[src/rtl/gda_pkg.sv]
// Shared widths, calendar constants, lookup functions and payload structs
// for the Gregorian date unit. Used by gda_fwd, gda_inv and the top level.
// No dependencies.
package gda_pkg;

    // Field widths
    localparam int unsigned YEAR_W   = 14;
    localparam int unsigned MONTH_W  = 4;
    localparam int unsigned DAY_W    = 5;
    localparam int unsigned OFFSET_W = 21;
    localparam int unsigned EPOCH_W  = 23;
    localparam int unsigned WDAY_W   = 3;
    localparam int unsigned YDAY_W   = 9;
    localparam int unsigned MLEN_W   = 5;

    // Day count biased so that 0000-03-01 of the era before year 0 is zero.
    localparam int unsigned CNT_W = 22;

    localparam int unsigned MONTHS = 12;

    localparam logic [YEAR_W-1:0]  YEAR_MAX   = 14'd9999;
    localparam logic [MONTH_W-1:0] MON_JAN    = 4'd1;
    localparam logic [MONTH_W-1:0] MON_FEB    = 4'd2;
    localparam logic [MONTH_W-1:0] MON_DEC    = 4'd12;
    localparam logic [CNT_W-1:0]   CNT_MIN    = 22'd146037;
    localparam logic [CNT_W-1:0]   CNT_MAX    = 22'd3798461;
    localparam logic [CNT_W-1:0]   ERA_DAYS   = 22'd146097;
    localparam logic [EPOCH_W-1:0] EPOCH_BIAS = 23'd865565;

    // Results that depend only on the input date
    typedef struct packed {
        logic signed [EPOCH_W-1:0] epoch_days;
        logic [WDAY_W-1:0]         weekday;
        logic [YDAY_W-1:0]         year_day;
        logic                      leap_year;
        logic [MLEN_W-1:0]         month_length;
    } t_date_info;

    // The shifted calendar date
    typedef struct packed {
        logic [YEAR_W-1:0]  year;
        logic [MONTH_W-1:0] month;
        logic [DAY_W-1:0]   day;
        logic               out_of_range;
    } t_shift_date;

    // Days in month m (1 = January).
    function automatic logic [MLEN_W-1:0] month_len(input logic [MONTH_W-1:0] m,
                                                    input logic leap);
        logic [MLEN_W-1:0] len;
        unique case (m)
            4'd2:                      len = leap ? 5'd29 : 5'd28;
            4'd4, 4'd6, 4'd9, 4'd11:   len = 5'd30;
            default:                   len = 5'd31;
        endcase
        return len;
    endfunction

    // Days in the year before the first of month m (1 = January), common year.
    function automatic logic [YDAY_W-1:0] days_before(input logic [MONTH_W-1:0] m);
        logic [YDAY_W-1:0] days;
        unique case (m)
            4'd2:    days = 9'd31;
            4'd3:    days = 9'd59;
            4'd4:    days = 9'd90;
            4'd5:    days = 9'd120;
            4'd6:    days = 9'd151;
            4'd7:    days = 9'd181;
            4'd8:    days = 9'd212;
            4'd9:    days = 9'd243;
            4'd10:   days = 9'd273;
            4'd11:   days = 9'd304;
            4'd12:   days = 9'd334;
            default: days = 9'd0;
        endcase
        return days;
    endfunction

    // Days before month mp of a year that starts in March (mp 0 = March).
    function automatic logic [YDAY_W-1:0] mar_cum(input logic [MONTH_W-1:0] mp);
        logic [YDAY_W-1:0] days;
        unique case (mp)
            4'd1:    days = 9'd31;
            4'd2:    days = 9'd61;
            4'd3:    days = 9'd92;
            4'd4:    days = 9'd122;
            4'd5:    days = 9'd153;
            4'd6:    days = 9'd184;
            4'd7:    days = 9'd214;
            4'd8:    days = 9'd245;
            4'd9:    days = 9'd275;
            4'd10:   days = 9'd306;
            4'd11:   days = 9'd337;
            default: days = 9'd0;
        endcase
        return days;
    endfunction

endpackage

[src/rtl/gda_fwd.sv]
// Date to day count: three pipeline stages that clamp the date, find the
// leap flag, ordinal day, biased day count, weekday and the shifted count.
// Depends on gda_pkg.
module gda_fwd
    import gda_pkg::*;
(
    input  logic                       i_clk,
    input  logic [2:0]                 i_load,
    input  logic [YEAR_W-1:0]          i_year,
    input  logic [MONTH_W-1:0]         i_month,
    input  logic [DAY_W-1:0]           i_day,
    input  logic signed [OFFSET_W-1:0] i_day_offset,
    output logic [CNT_W-1:0]           o_count,
    output logic                       o_out_of_range,
    output t_date_info                 o_info
);

    // Stage 1: clamp year and month, divide the year by 100, leap flag
    logic [YEAR_W-1:0]          n_s1_year, r_s1_year;
    logic [MONTH_W-1:0]         n_s1_month, r_s1_month;
    logic [DAY_W-1:0]           r_s1_day;
    logic signed [OFFSET_W-1:0] r_s1_off;
    logic [6:0]                 n_s1_hund, r_s1_hund;
    logic [6:0]                 n_s1_hrem, r_s1_hrem;
    logic                       n_s1_leap, r_s1_leap;
    logic [21:0]                s1_prod;
    logic [6:0]                 s1_qest;
    logic [YEAR_W-1:0]          s1_rest;

    always_comb begin
        n_s1_year = (i_year > YEAR_MAX) ? YEAR_MAX : i_year;
        if (i_month < MON_JAN) begin
            n_s1_month = MON_JAN;
        end else if (i_month > MON_DEC) begin
            n_s1_month = MON_DEC;
        end else begin
            n_s1_month = i_month;
        end
    end

    // Reciprocal estimate of year / 100 is exact or one low; one correction.
    assign s1_prod = 22'(n_s1_year) * 22'd163;
    assign s1_qest = s1_prod[20:14];
    assign s1_rest = n_s1_year - 14'(s1_qest) * 14'd100;

    always_comb begin
        if (s1_rest >= 14'd100) begin
            n_s1_hund = s1_qest + 7'd1;
            n_s1_hrem = 7'(s1_rest - 14'd100);
        end else begin
            n_s1_hund = s1_qest;
            n_s1_hrem = 7'(s1_rest);
        end
        n_s1_leap = (n_s1_hrem == 7'd0) ? (n_s1_hund[1:0] == 2'd0)
                                        : (n_s1_year[1:0] == 2'd0);
    end

    always_ff @(posedge i_clk) begin
        if (i_load[0]) begin
            r_s1_year  <= n_s1_year;
            r_s1_month <= n_s1_month;
            r_s1_day   <= i_day;
            r_s1_off   <= i_day_offset;
            r_s1_hund  <= n_s1_hund;
            r_s1_hrem  <= n_s1_hrem;
            r_s1_leap  <= n_s1_leap;
        end
    end

    // Stage 2: month length, clamped day, ordinal day and partial day count
    logic [MLEN_W-1:0]          n_s2_mlen, r_s2_mlen;
    logic [DAY_W-1:0]           s2_day;
    logic                       s2_early;
    logic [YEAR_W-1:0]          s2_yy;
    logic [MONTH_W-1:0]         s2_mp;
    logic [YDAY_W-1:0]          s2_doym;
    logic [YDAY_W-1:0]          n_s2_yday, r_s2_yday;
    logic [6:0]                 n_s2_hund, r_s2_hund;
    logic [CNT_W-1:0]           n_s2_part, r_s2_part;
    logic signed [OFFSET_W-1:0] r_s2_off;
    logic                       r_s2_leap;

    always_comb begin
        n_s2_mlen = month_len(r_s1_month, r_s1_leap);
        if (r_s1_day == 5'd0) begin
            s2_day = 5'd1;
        end else if (r_s1_day > n_s2_mlen) begin
            s2_day = n_s2_mlen;
        end else begin
            s2_day = r_s1_day;
        end
        s2_early  = (r_s1_month <= MON_FEB);
        n_s2_yday = days_before(r_s1_month) + 9'(s2_day) + 9'(!s2_early && r_s1_leap);
        // Years counted from March, shifted up by one era
        s2_yy     = r_s1_year + (s2_early ? 14'd399 : 14'd400);
        n_s2_hund = r_s1_hund + 7'd4 - 7'(s2_early && (r_s1_hrem == 7'd0));
        s2_mp     = s2_early ? (r_s1_month + 4'd9) : (r_s1_month - 4'd3);
        s2_doym   = mar_cum(s2_mp) + 9'(s2_day) - 9'd1;
        n_s2_part = 22'(s2_yy) * 22'd365 + 22'(s2_yy >> 2) + 22'(s2_doym);
    end

    always_ff @(posedge i_clk) begin
        if (i_load[1]) begin
            r_s2_mlen <= n_s2_mlen;
            r_s2_yday <= n_s2_yday;
            r_s2_hund <= n_s2_hund;
            r_s2_part <= n_s2_part;
            r_s2_off  <= r_s1_off;
            r_s2_leap <= r_s1_leap;
        end
    end

    // Stage 3: full day count, epoch days, weekday, shifted and clamped count
    logic [CNT_W-1:0]   s3_cnt;
    logic signed [23:0] s3_sum;
    logic [5:0]         s3_dsum;
    logic [3:0]         s3_fold;
    logic [CNT_W-1:0]   n_s3_count, r_s3_count;
    logic               n_s3_oor, r_s3_oor;
    t_date_info         n_s3_info, r_s3_info;

    assign s3_cnt = r_s2_part - 22'(r_s2_hund) + 22'(r_s2_hund >> 2);
    assign s3_sum = $signed({2'b00, s3_cnt})
                  + $signed({{(24 - OFFSET_W){r_s2_off[OFFSET_W-1]}}, r_s2_off});

    // Weekday is (count + 3) mod 7; base-8 digits sum to the same residue.
    always_comb begin
        s3_dsum = 6'd3 + 6'(s3_cnt[CNT_W-1]);
        for (int k = 0; k < 7; k++) begin
            s3_dsum = s3_dsum + 6'(s3_cnt[3*k +: 3]);
        end
        s3_fold = 4'(s3_dsum[5:3]) + 4'(s3_dsum[2:0]);
    end

    always_comb begin
        if (s3_sum < $signed({2'b00, CNT_MIN})) begin
            n_s3_count = CNT_MIN;
            n_s3_oor   = 1'b1;
        end else if (s3_sum > $signed({2'b00, CNT_MAX})) begin
            n_s3_count = CNT_MAX;
            n_s3_oor   = 1'b1;
        end else begin
            n_s3_count = s3_sum[CNT_W-1:0];
            n_s3_oor   = 1'b0;
        end
        n_s3_info.epoch_days   = $signed({1'b0, s3_cnt} - EPOCH_BIAS);
        n_s3_info.weekday      = (s3_fold >= 4'd7) ? 3'(s3_fold - 4'd7) : 3'(s3_fold);
        n_s3_info.year_day     = r_s2_yday;
        n_s3_info.leap_year    = r_s2_leap;
        n_s3_info.month_length = r_s2_mlen;
    end

    always_ff @(posedge i_clk) begin
        if (i_load[2]) begin
            r_s3_count <= n_s3_count;
            r_s3_oor   <= n_s3_oor;
            r_s3_info  <= n_s3_info;
        end
    end

    assign o_count        = r_s3_count;
    assign o_out_of_range = r_s3_oor;
    assign o_info         = r_s3_info;

endmodule

[src/rtl/gda_inv.sv]
// Day count to date: five pipeline stages that split the biased count into
// era, day of era, year of era, day of year and finally month and day.
// Depends on gda_pkg.
module gda_inv
    import gda_pkg::*;
(
    input  logic             i_clk,
    input  logic [4:0]       i_load,
    input  logic [CNT_W-1:0] i_count,
    input  logic             i_out_of_range,
    input  t_date_info       i_info,
    output t_shift_date      o_shift,
    output t_date_info       o_info
);

    // Stage 4: era = count / 146097 by reciprocal estimate and one correction
    logic [26:0]      s4_prod;
    logic [4:0]       s4_eest;
    logic [CNT_W-1:0] s4_rest;
    logic [4:0]       n_s4_era, r_s4_era;
    logic [17:0]      n_s4_doe, r_s4_doe;
    logic             r_s4_oor;
    t_date_info       r_s4_info;

    assign s4_prod = 27'(i_count) * 27'd28;
    assign s4_eest = s4_prod[26:22];
    assign s4_rest = i_count - 22'(s4_eest) * ERA_DAYS;

    always_comb begin
        if (s4_rest >= ERA_DAYS) begin
            n_s4_era = s4_eest + 5'd1;
            n_s4_doe = 18'(s4_rest - ERA_DAYS);
        end else begin
            n_s4_era = s4_eest;
            n_s4_doe = 18'(s4_rest);
        end
    end

    always_ff @(posedge i_clk) begin
        if (i_load[0]) begin
            r_s4_era  <= n_s4_era;
            r_s4_doe  <= n_s4_doe;
            r_s4_oor  <= i_out_of_range;
            r_s4_info <= i_info;
        end
    end

    // Stage 5: remove leap days from the day of era
    logic [25:0] s5_prod;
    logic [6:0]  s5_aest;
    logic [17:0] s5_rest;
    logic [6:0]  s5_quad;
    logic [2:0]  s5_cent;
    logic        s5_last;
    logic [17:0] n_s5_x, r_s5_x;
    logic [17:0] r_s5_doe;
    logic [4:0]  r_s5_era;
    logic        r_s5_oor;
    t_date_info  r_s5_info;

    assign s5_prod = 26'(r_s4_doe) * 26'd179;
    assign s5_aest = s5_prod[24:18];
    assign s5_rest = r_s4_doe - 18'(s5_aest) * 18'd1460;

    always_comb begin
        s5_quad = (s5_rest >= 18'd1460) ? (s5_aest + 7'd1) : s5_aest;
        s5_cent = 3'(r_s4_doe >= 18'd36524) + 3'(r_s4_doe >= 18'd73048)
                + 3'(r_s4_doe >= 18'd109572) + 3'(r_s4_doe >= 18'd146096);
        s5_last = (r_s4_doe == 18'd146096);
        n_s5_x  = r_s4_doe - 18'(s5_quad) + 18'(s5_cent) - 18'(s5_last);
    end

    always_ff @(posedge i_clk) begin
        if (i_load[1]) begin
            r_s5_x    <= n_s5_x;
            r_s5_doe  <= r_s4_doe;
            r_s5_era  <= r_s4_era;
            r_s5_oor  <= r_s4_oor;
            r_s5_info <= r_s4_info;
        end
    end

    // Stage 6: year of era = x / 365
    logic [27:0] s6_prod;
    logic [8:0]  s6_yest;
    logic [17:0] s6_rest;
    logic [8:0]  n_s6_yoe, r_s6_yoe;
    logic [17:0] r_s6_doe;
    logic [4:0]  r_s6_era;
    logic        r_s6_oor;
    t_date_info  r_s6_info;

    assign s6_prod  = 28'(r_s5_x) * 28'd718;
    assign s6_yest  = s6_prod[26:18];
    assign s6_rest  = r_s5_x - 18'(s6_yest) * 18'd365;
    assign n_s6_yoe = (s6_rest >= 18'd365) ? (s6_yest + 9'd1) : s6_yest;

    always_ff @(posedge i_clk) begin
        if (i_load[2]) begin
            r_s6_yoe  <= n_s6_yoe;
            r_s6_doe  <= r_s5_doe;
            r_s6_era  <= r_s5_era;
            r_s6_oor  <= r_s5_oor;
            r_s6_info <= r_s5_info;
        end
    end

    // Stage 7: day of the March-based year and the March-based year number
    logic [1:0]        s7_cent;
    logic [17:0]       s7_ystart;
    logic [YDAY_W-1:0] n_s7_doy, r_s7_doy;
    logic [YEAR_W-1:0] n_s7_yr, r_s7_yr;
    logic              r_s7_oor;
    t_date_info        r_s7_info;

    always_comb begin
        s7_cent   = 2'(r_s6_yoe >= 9'd100) + 2'(r_s6_yoe >= 9'd200)
                  + 2'(r_s6_yoe >= 9'd300);
        s7_ystart = 18'(r_s6_yoe) * 18'd365 + 18'(r_s6_yoe >> 2) - 18'(s7_cent);
        n_s7_doy  = 9'(r_s6_doe - s7_ystart);
        n_s7_yr   = 14'(r_s6_yoe) + 14'(r_s6_era) * 14'd400;
    end

    always_ff @(posedge i_clk) begin
        if (i_load[3]) begin
            r_s7_doy  <= n_s7_doy;
            r_s7_yr   <= n_s7_yr;
            r_s7_oor  <= r_s6_oor;
            r_s7_info <= r_s6_info;
        end
    end

    // Stage 8: month by comparing against month starts, then day and year
    logic [MONTH_W-1:0] s8_mp;
    t_shift_date        n_s8_shift, r_s8_shift;
    t_date_info         r_s8_info;

    always_comb begin
        s8_mp = '0;
        for (int k = 1; k < MONTHS; k++) begin
            s8_mp = s8_mp + 4'(r_s7_doy >= mar_cum(4'(k)));
        end
        n_s8_shift.day          = 5'(r_s7_doy - mar_cum(s8_mp) + 9'd1);
        n_s8_shift.month        = (s8_mp < 4'd10) ? (s8_mp + 4'd3) : (s8_mp - 4'd9);
        n_s8_shift.year         = r_s7_yr + 14'(n_s8_shift.month <= MON_FEB) - 14'd400;
        n_s8_shift.out_of_range = r_s7_oor;
    end

    always_ff @(posedge i_clk) begin
        if (i_load[4]) begin
            r_s8_shift <= n_s8_shift;
            r_s8_info  <= r_s7_info;
        end
    end

    assign o_shift = r_s8_shift;
    assign o_info  = r_s8_info;

endmodule

[src/rtl/gregorian_date_arithmetic.sv]
// Top level of the Gregorian date unit: input register, stage valid chain,
// and the two conversion halves. Depends on gda_pkg, gda_fwd and gda_inv.
//
//   Channel  Direction  Handshake                  Payload
//   input    in         i_in_valid / o_in_ready    year, month, day, day_offset
//   output   out        o_out_valid / i_out_ready  epoch_days .. out_of_range
//
// One word enters per cycle unless a full pipeline is held by a stalled output.
// The pipeline has nine stages: input register, three date to count stages,
// five count to date stages (the last is the output register).
// Each stage advances on its own when it is empty or the next stage moves, so
// bubbles close up while the output word waits to be taken.
// Reset is synchronous and clears only the stage valid bits.
module gregorian_date_arithmetic
    import gda_pkg::*;
(
    input  logic                       i_clk,
    input  logic                       i_rst_n,
    input  logic                       i_in_valid,
    output logic                       o_in_ready,
    input  logic [YEAR_W-1:0]          i_year,
    input  logic [MONTH_W-1:0]         i_month,
    input  logic [DAY_W-1:0]           i_day,
    input  logic signed [OFFSET_W-1:0] i_day_offset,
    output logic                       o_out_valid,
    input  logic                       i_out_ready,
    output logic signed [EPOCH_W-1:0]  o_epoch_days,
    output logic [WDAY_W-1:0]          o_weekday,
    output logic [YDAY_W-1:0]          o_year_day,
    output logic                       o_leap_year,
    output logic [MLEN_W-1:0]          o_month_length,
    output logic [YEAR_W-1:0]          o_shifted_year,
    output logic [MONTH_W-1:0]         o_shifted_month,
    output logic [DAY_W-1:0]           o_shifted_day,
    output logic                       o_out_of_range
);

    localparam int unsigned NUM_STAGES = 9;

    logic [NUM_STAGES-1:0] load;
    logic [NUM_STAGES-1:0] n_vld, r_vld;

    // A stage loads when it is empty or its word moves on
    always_comb begin
        load[NUM_STAGES-1] = !r_vld[NUM_STAGES-1] || i_out_ready;
        for (int k = NUM_STAGES - 2; k >= 0; k--) begin
            load[k] = !r_vld[k] || load[k+1];
        end
    end

    // The first stage takes the input valid, the others the valid before them.
    always_comb begin
        n_vld[0] = load[0] ? i_in_valid : r_vld[0];
        for (int k = 1; k < NUM_STAGES; k++) begin
            n_vld[k] = load[k] ? r_vld[k-1] : r_vld[k];
        end
    end

    always_ff @(posedge i_clk) begin
        if (!i_rst_n) begin
            r_vld <= '0;
        end else begin
            r_vld <= n_vld;
        end
    end

    // Input register
    logic [YEAR_W-1:0]          r_s0_year;
    logic [MONTH_W-1:0]         r_s0_month;
    logic [DAY_W-1:0]           r_s0_day;
    logic signed [OFFSET_W-1:0] r_s0_off;

    always_ff @(posedge i_clk) begin
        if (load[0]) begin
            r_s0_year  <= i_year;
            r_s0_month <= i_month;
            r_s0_day   <= i_day;
            r_s0_off   <= i_day_offset;
        end
    end

    // Date to biased day count
    logic [CNT_W-1:0] fwd_count;
    logic             fwd_oor;
    t_date_info       fwd_info;

    gda_fwd u_fwd (
        .i_clk          (i_clk),
        .i_load         (load[3:1]),
        .i_year         (r_s0_year),
        .i_month        (r_s0_month),
        .i_day          (r_s0_day),
        .i_day_offset   (r_s0_off),
        .o_count        (fwd_count),
        .o_out_of_range (fwd_oor),
        .o_info         (fwd_info)
    );

    // Biased day count back to a calendar date
    t_shift_date inv_shift;
    t_date_info  inv_info;

    gda_inv u_inv (
        .i_clk          (i_clk),
        .i_load         (load[8:4]),
        .i_count        (fwd_count),
        .i_out_of_range (fwd_oor),
        .i_info         (fwd_info),
        .o_shift        (inv_shift),
        .o_info         (inv_info)
    );

    assign o_in_ready      = load[0];
    assign o_out_valid     = r_vld[NUM_STAGES-1];
    assign o_epoch_days    = inv_info.epoch_days;
    assign o_weekday       = inv_info.weekday;
    assign o_year_day      = inv_info.year_day;
    assign o_leap_year     = inv_info.leap_year;
    assign o_month_length  = inv_info.month_length;
    assign o_shifted_year  = inv_shift.year;
    assign o_shifted_month = inv_shift.month;
    assign o_shifted_day   = inv_shift.day;
    assign o_out_of_range  = inv_shift.out_of_range;

`ifndef ASSERT_OFF
    // An empty input register always takes a new word.
    a_ready_empty: assert property (@(posedge i_clk) disable iff (!i_rst_n)
        !r_vld[0] |-> o_in_ready)
        else $error("input register empty but not ready");

    // Weekday stays within a week.
    a_weekday: assert property (@(posedge i_clk) disable iff (!i_rst_n)
        o_out_valid |-> (o_weekday <= 3'd6))
        else $error("weekday out of range");

    // Day 366 and a 29-day month only occur in leap years.
    a_leap: assert property (@(posedge i_clk) disable iff (!i_rst_n)
        o_out_valid && ((o_year_day == 9'd366) || (o_month_length == 5'd29))
        |-> o_leap_year)
        else $error("leap-only day without leap year");

    // Shifted month and day are a plausible calendar position.
    a_shift_date: assert property (@(posedge i_clk) disable iff (!i_rst_n)
        o_out_valid |-> (o_shifted_month >= MON_JAN) && (o_shifted_month <= MON_DEC)
                        && (o_shifted_day >= 5'd1))
        else $error("shifted date malformed");

    // A saturated shift lands on the first or last representable day.
    a_saturate: assert property (@(posedge i_clk) disable iff (!i_rst_n)
        o_out_valid && o_out_of_range |->
        ((o_shifted_year == 14'd0) && (o_shifted_month == MON_JAN) && (o_shifted_day == 5'd1))
        || ((o_shifted_year == YEAR_MAX) && (o_shifted_month == MON_DEC)
            && (o_shifted_day == 5'd31)))
        else $error("saturated date not at range end");
`endif

endmodule

[config.mk]
export PLATFORM = sky130hd
export DESIGN_NAME = gregorian_date_arithmetic
export DESIGN_NICKNAME = d
export VERILOG_FILES = /design/src/rtl/gda_pkg.sv /design/src/rtl/gda_fwd.sv /design/src/rtl/gda_inv.sv /design/src/rtl/gregorian_date_arithmetic.sv
export SDC_FILE = /design/constraint.sdc
export NUM_CORES = 2
export LEC_CHECK = 0
export BUFFER_PORTS_ARGS = -buffer_cell sky130_fd_sc_hd__buf_2
export CAP_MARGIN = 25
export CORE_ASPECT_RATIO = 1.25
export CORE_UTILIZATION = 25
export CTS_CLUSTER_SIZE = 24
export DETAILED_ROUTE_END_ITERATION = 12
export HOLD_SLACK_MARGIN = 0.06
export PLACE_DENSITY_LB_ADDON = 0.15
export SYNTH_ARGS = -nofsm -noshare
export SYNTH_HDL_FRONTEND = slang
export SYNTH_SLANG_ARGS = --single-unit
[constraint.sdc]
create_clock -name i_clk -period 32.8 [get_ports i_clk]
set_clock_uncertainty 0.05 [all_clocks]
set_input_delay 4.92 -clock i_clk [delete_from_list [all_inputs] [get_ports i_clk]]
set_output_delay 4.92 -clock i_clk [all_outputs]
set_load 0.02 [all_outputs]
==> reports/metrics.yaml <==
status:
  status: "finished clean"
final_layout:
  layout-drive-gt1-share_pct: 7.12
  n_fill_cell: 19191
  nNetsFinal: 5440
  seq_area_mm2: 0.0165
  multi_input_area_mm2: 0.0268
  syn_to_final_growth_pct: 12.9
floorplanning:
  dieHeight_um: 484
  die-area_mm2: 0.188
  die_x_um: 388
  io_pins: 115
  initial_utilization_pct: 25.2
  core-area_mm2: 0.184
  rows: 176
yosys:
  netlist.area_leader.share_pct: 35.1
  synthTopCellsByArea: "edfxtp_1 (35%), ha_1 (20%), fa_1 (15%)"
  ys.flop_type: "edfxtp_1"
  ys_types: 101
  synth_largest_area_cell: "edfxtp_1"
  synth-edff-count: 543
  syn_area_per_cell_um2: 11.2
  yosysWarnings: 0
  ys_seq_area_share_pct: 35.5
  syn_area_mm2: 0.0465
  synthCells: 4138
  postSynthRegisterBits: 552
  synthArstFlopShare_pct: 0
clock_tree:
  clk_latency_ns: 0.67
  cts_buffer_depth: 3
  clk_pin_slew_worst_paths_ns: 0.06
  cts_tree: "done"
  cts_inserted_buffers: 71
  cts_sinks: 552
  post_cts.repair.setup_buffers: 0
  cts_root_buf: "clkbuf_16"
  holdBufCountCts: 0
  cts_resized: 0
  cts_max_level: 3
grt:
  overflow: 0
  grt_max_degree: 63
  antenna_found_initial: 7
  grt_pass1_wl_mm: 175
  grt_usage_pct: 12.0
  grt_pass1_vias: 30560
timing:
  setup_viol: 0
  rsz0062_at_grt: "no"
  max_slew_margin_pct: 33.9
  period_minus_slack_ns: 15.55
  worst_slew_pin_slew_ns: 0.989
  fmax_ghz: 0.0643
  fin_crit_sh_pct: 47.4
  slew_violations: 0
  tns_ns: 0
  hold_violations: 0
critical_path:
  critPathMaxStageDelay_ns: 0.75
  cp_max_fo: 11
  timing.rr.start: "u_inv.r_s4_doe[7]$_DFFE_PP_"
  rr_worst_depth: 56
  r2r_setup_slack_ns: 17.25
  end_kind: "register"
  cp_slowest_cell: "edfxtp_1"
  critical_path_class: "reg2reg"
  required_ns: 33.17
  cp.arrival_ns: 15.92
  r2r_end: "u_inv.r_s5_x[17]$_DFFE_PP_"
  path_delay_family: "compound AO/OA/AOI/OAI gates"
  critPathBufInv: 7
  cp-start-kind: "register"
routing:
  drt-initial-drc-count: 1092
  num_vias: 28962
  drtPass1Iterations: 6
  wl_mm: 112
  drtAntennaViolNets: 0
  avgRoutedWirePerCell_um: 16.5
  drc: 0
  viasPerCell: 4.28
hold_path:
  hp-class: "reg2reg"
  worstHoldPathCells: 0
  whs_endpoint: "u_inv.r_s5_info[18]$_DFFE_PP_"
  min-delay-start: "u_inv.r_s4_info[18]$_DFFE_PP_"
placement:
  io_buffers: 111
  dp_hpwl_mm: 91.9
  gp_congestion: 0.816
job:
  maxCapViolCount: 0
[routing by layer]
layer / GRT usage, % / part of all wire [%] / up-vias
li1: - / - / 14515
met1: 14.7 / 44 / 14037
met2: 22.1 / 52 / 299
met3: 1.43 / 2.3 / 111
met4: 3.04 / 2.0 / 0
met5: 0 / 0 / -
[Yosys cell counts (8+ instances only)]
cell type	n
clkbuf_1	32
and3_1	19
o21a_1	33
nor3_1	53
nor4_1	13
o31ai_1	14
a21o_1	81
dfxtp_1	9
mux2_2	8
nand2b_1	45
a21oi_1	192
mux2i_1	11
fa_1	339
o21ai_0	118
o21bai_1	35
a221oi_1	8
nor2_1	158
and2_1	19
or3_1	19
a31oi_1	24
nor2b_1	36
nand3_1	52
nand2_1	138
a211oi_1	17
nand4_1	24
o211ai_1	18
xnor2_1	210
a311oi_1	8
inv_1	820
nand3b_1	10
edfxtp_1	543
or2_2	11
ha_1	743
a21boi_0	25
xor2_1	96
[worst reg2reg max path: cells and delay by family (launching register included)]
family                     cells  cell delay (ns)
buffers and inverters          7             0.53
xor gates and xnor gates       4             1.10
and+or+nand+nor                5             0.94
adders and majority gates     13             5.60
DFF                            1             0.75
muxes                          1             0.68
AOI/OAI and AO/OA             26             5.63
[metrics by stage]
stage	utilization (%)	hold WS (ns)	cell area, um^2	instances	worst slack, ns
global placement	27.2	0.350	50100	6636	17.40
finish	28.5	0.351	52500	6770	17.25
global route	28.5	0.350	52500	6769	16.03
CTS	28.5	0.346	52500	6768	17.21
floorplan	-	0.350	46500	4140	19.62
detailed placement	27.2	0.355	50100	6639	17.30
[sequential cells by signal, summed over array words and instances, names as in the netlist, 9 cells and up]
signal,cells
u_fwd.r_s1_year,12
r_s0_year,14
r_s0_off,21
u_inv.r_s6_doe,9
u_inv.r_s7_info,38
r_vld,9
u_inv.r_s7_yr,14
u_inv.r_s4_info,38
u_fwd.r_s2_yday,9
u_inv.r_s7_doy,9
u_inv.r_s4_doe,18
u_inv.r_s5_info,38
u_inv.o_info,38
u_fwd.r_s2_part,22
u_fwd.r_s2_off,21
u_inv.r_s5_x,18
u_fwd.o_info,38
u_inv.r_s6_yoe,9
u_inv.r_s6_info,38
u_fwd.o_count,22
u_inv.r_s5_doe,9
u_inv.o_shift,24
u_fwd.r_s1_off,21
[cell usage in the layout, fill, tap and decap left out, types with 53 or more instances in the layout]
cell type / count
xnor2_1: 210
nor2_1: 158
xor2_1: 96
nand2_1: 135
inv_1: 815
edfxtp_1: 543
clkbuf_16: 72
a21oi_1: 192
ha_1: 743
o21ai_0: 118
buf_2: 111
fa_1: 339
a21o_1: 81
nor3_1: 53
[cell type report]
class,instances,area share [%]
multi-input cells,2725,51.0
flip-flops and latches,552,31.4
inverters,822,5.88
well taps,2403,5.73
clock buffers,84,3.54
repair buffers,138,1.47
clock inverters,45,1.01
diodes,1,0.00477
[how the worst max path moves through the flow]
stage,from,to,slack [ns],depth (start not counted)
after floorplan,u_inv.r_s4_doe[8]$_DFFE_PP_,u_inv.r_s5_x[17]$_DFFE_PP_,19.62,56
after global placement,u_inv.r_s4_doe[7]$_DFFE_PP_,u_inv.r_s5_x[17]$_DFFE_PP_,17.40,56
after detailed placement,u_inv.r_s4_doe[7]$_DFFE_PP_,u_inv.r_s5_x[17]$_DFFE_PP_,17.30,56
after CTS,u_inv.r_s4_doe[7]$_DFFE_PP_,u_inv.r_s5_x[17]$_DFFE_PP_,17.21,56
after global routing,u_inv.r_s4_doe[7]$_DFFE_PP_,u_inv.r_s5_x[17]$_DFFE_PP_,16.03,56
final,u_inv.r_s4_doe[7]$_DFFE_PP_,u_inv.r_s5_x[17]$_DFFE_PP_,17.25,56
[kinds of logic (layout without fill, tap and decap cells)]
group,Yosys count,in the layout,synth area share (%)
AOI/OAI and AO/OA,677,677,9.64
and+or+nand+nor,632,632,6.86
adders and majority gates,1082,1082,34.6
xor gates and xnor gates,309,309,5.87
muxes,22,22,0.544
other,1,4,0.00806
buffers and inverters,863,1089,7.04
DFF,552,552,35.5
Power is not shown: default switching activity piles up to over one toggle a cycle in this logic, so the estimate is an artifact.
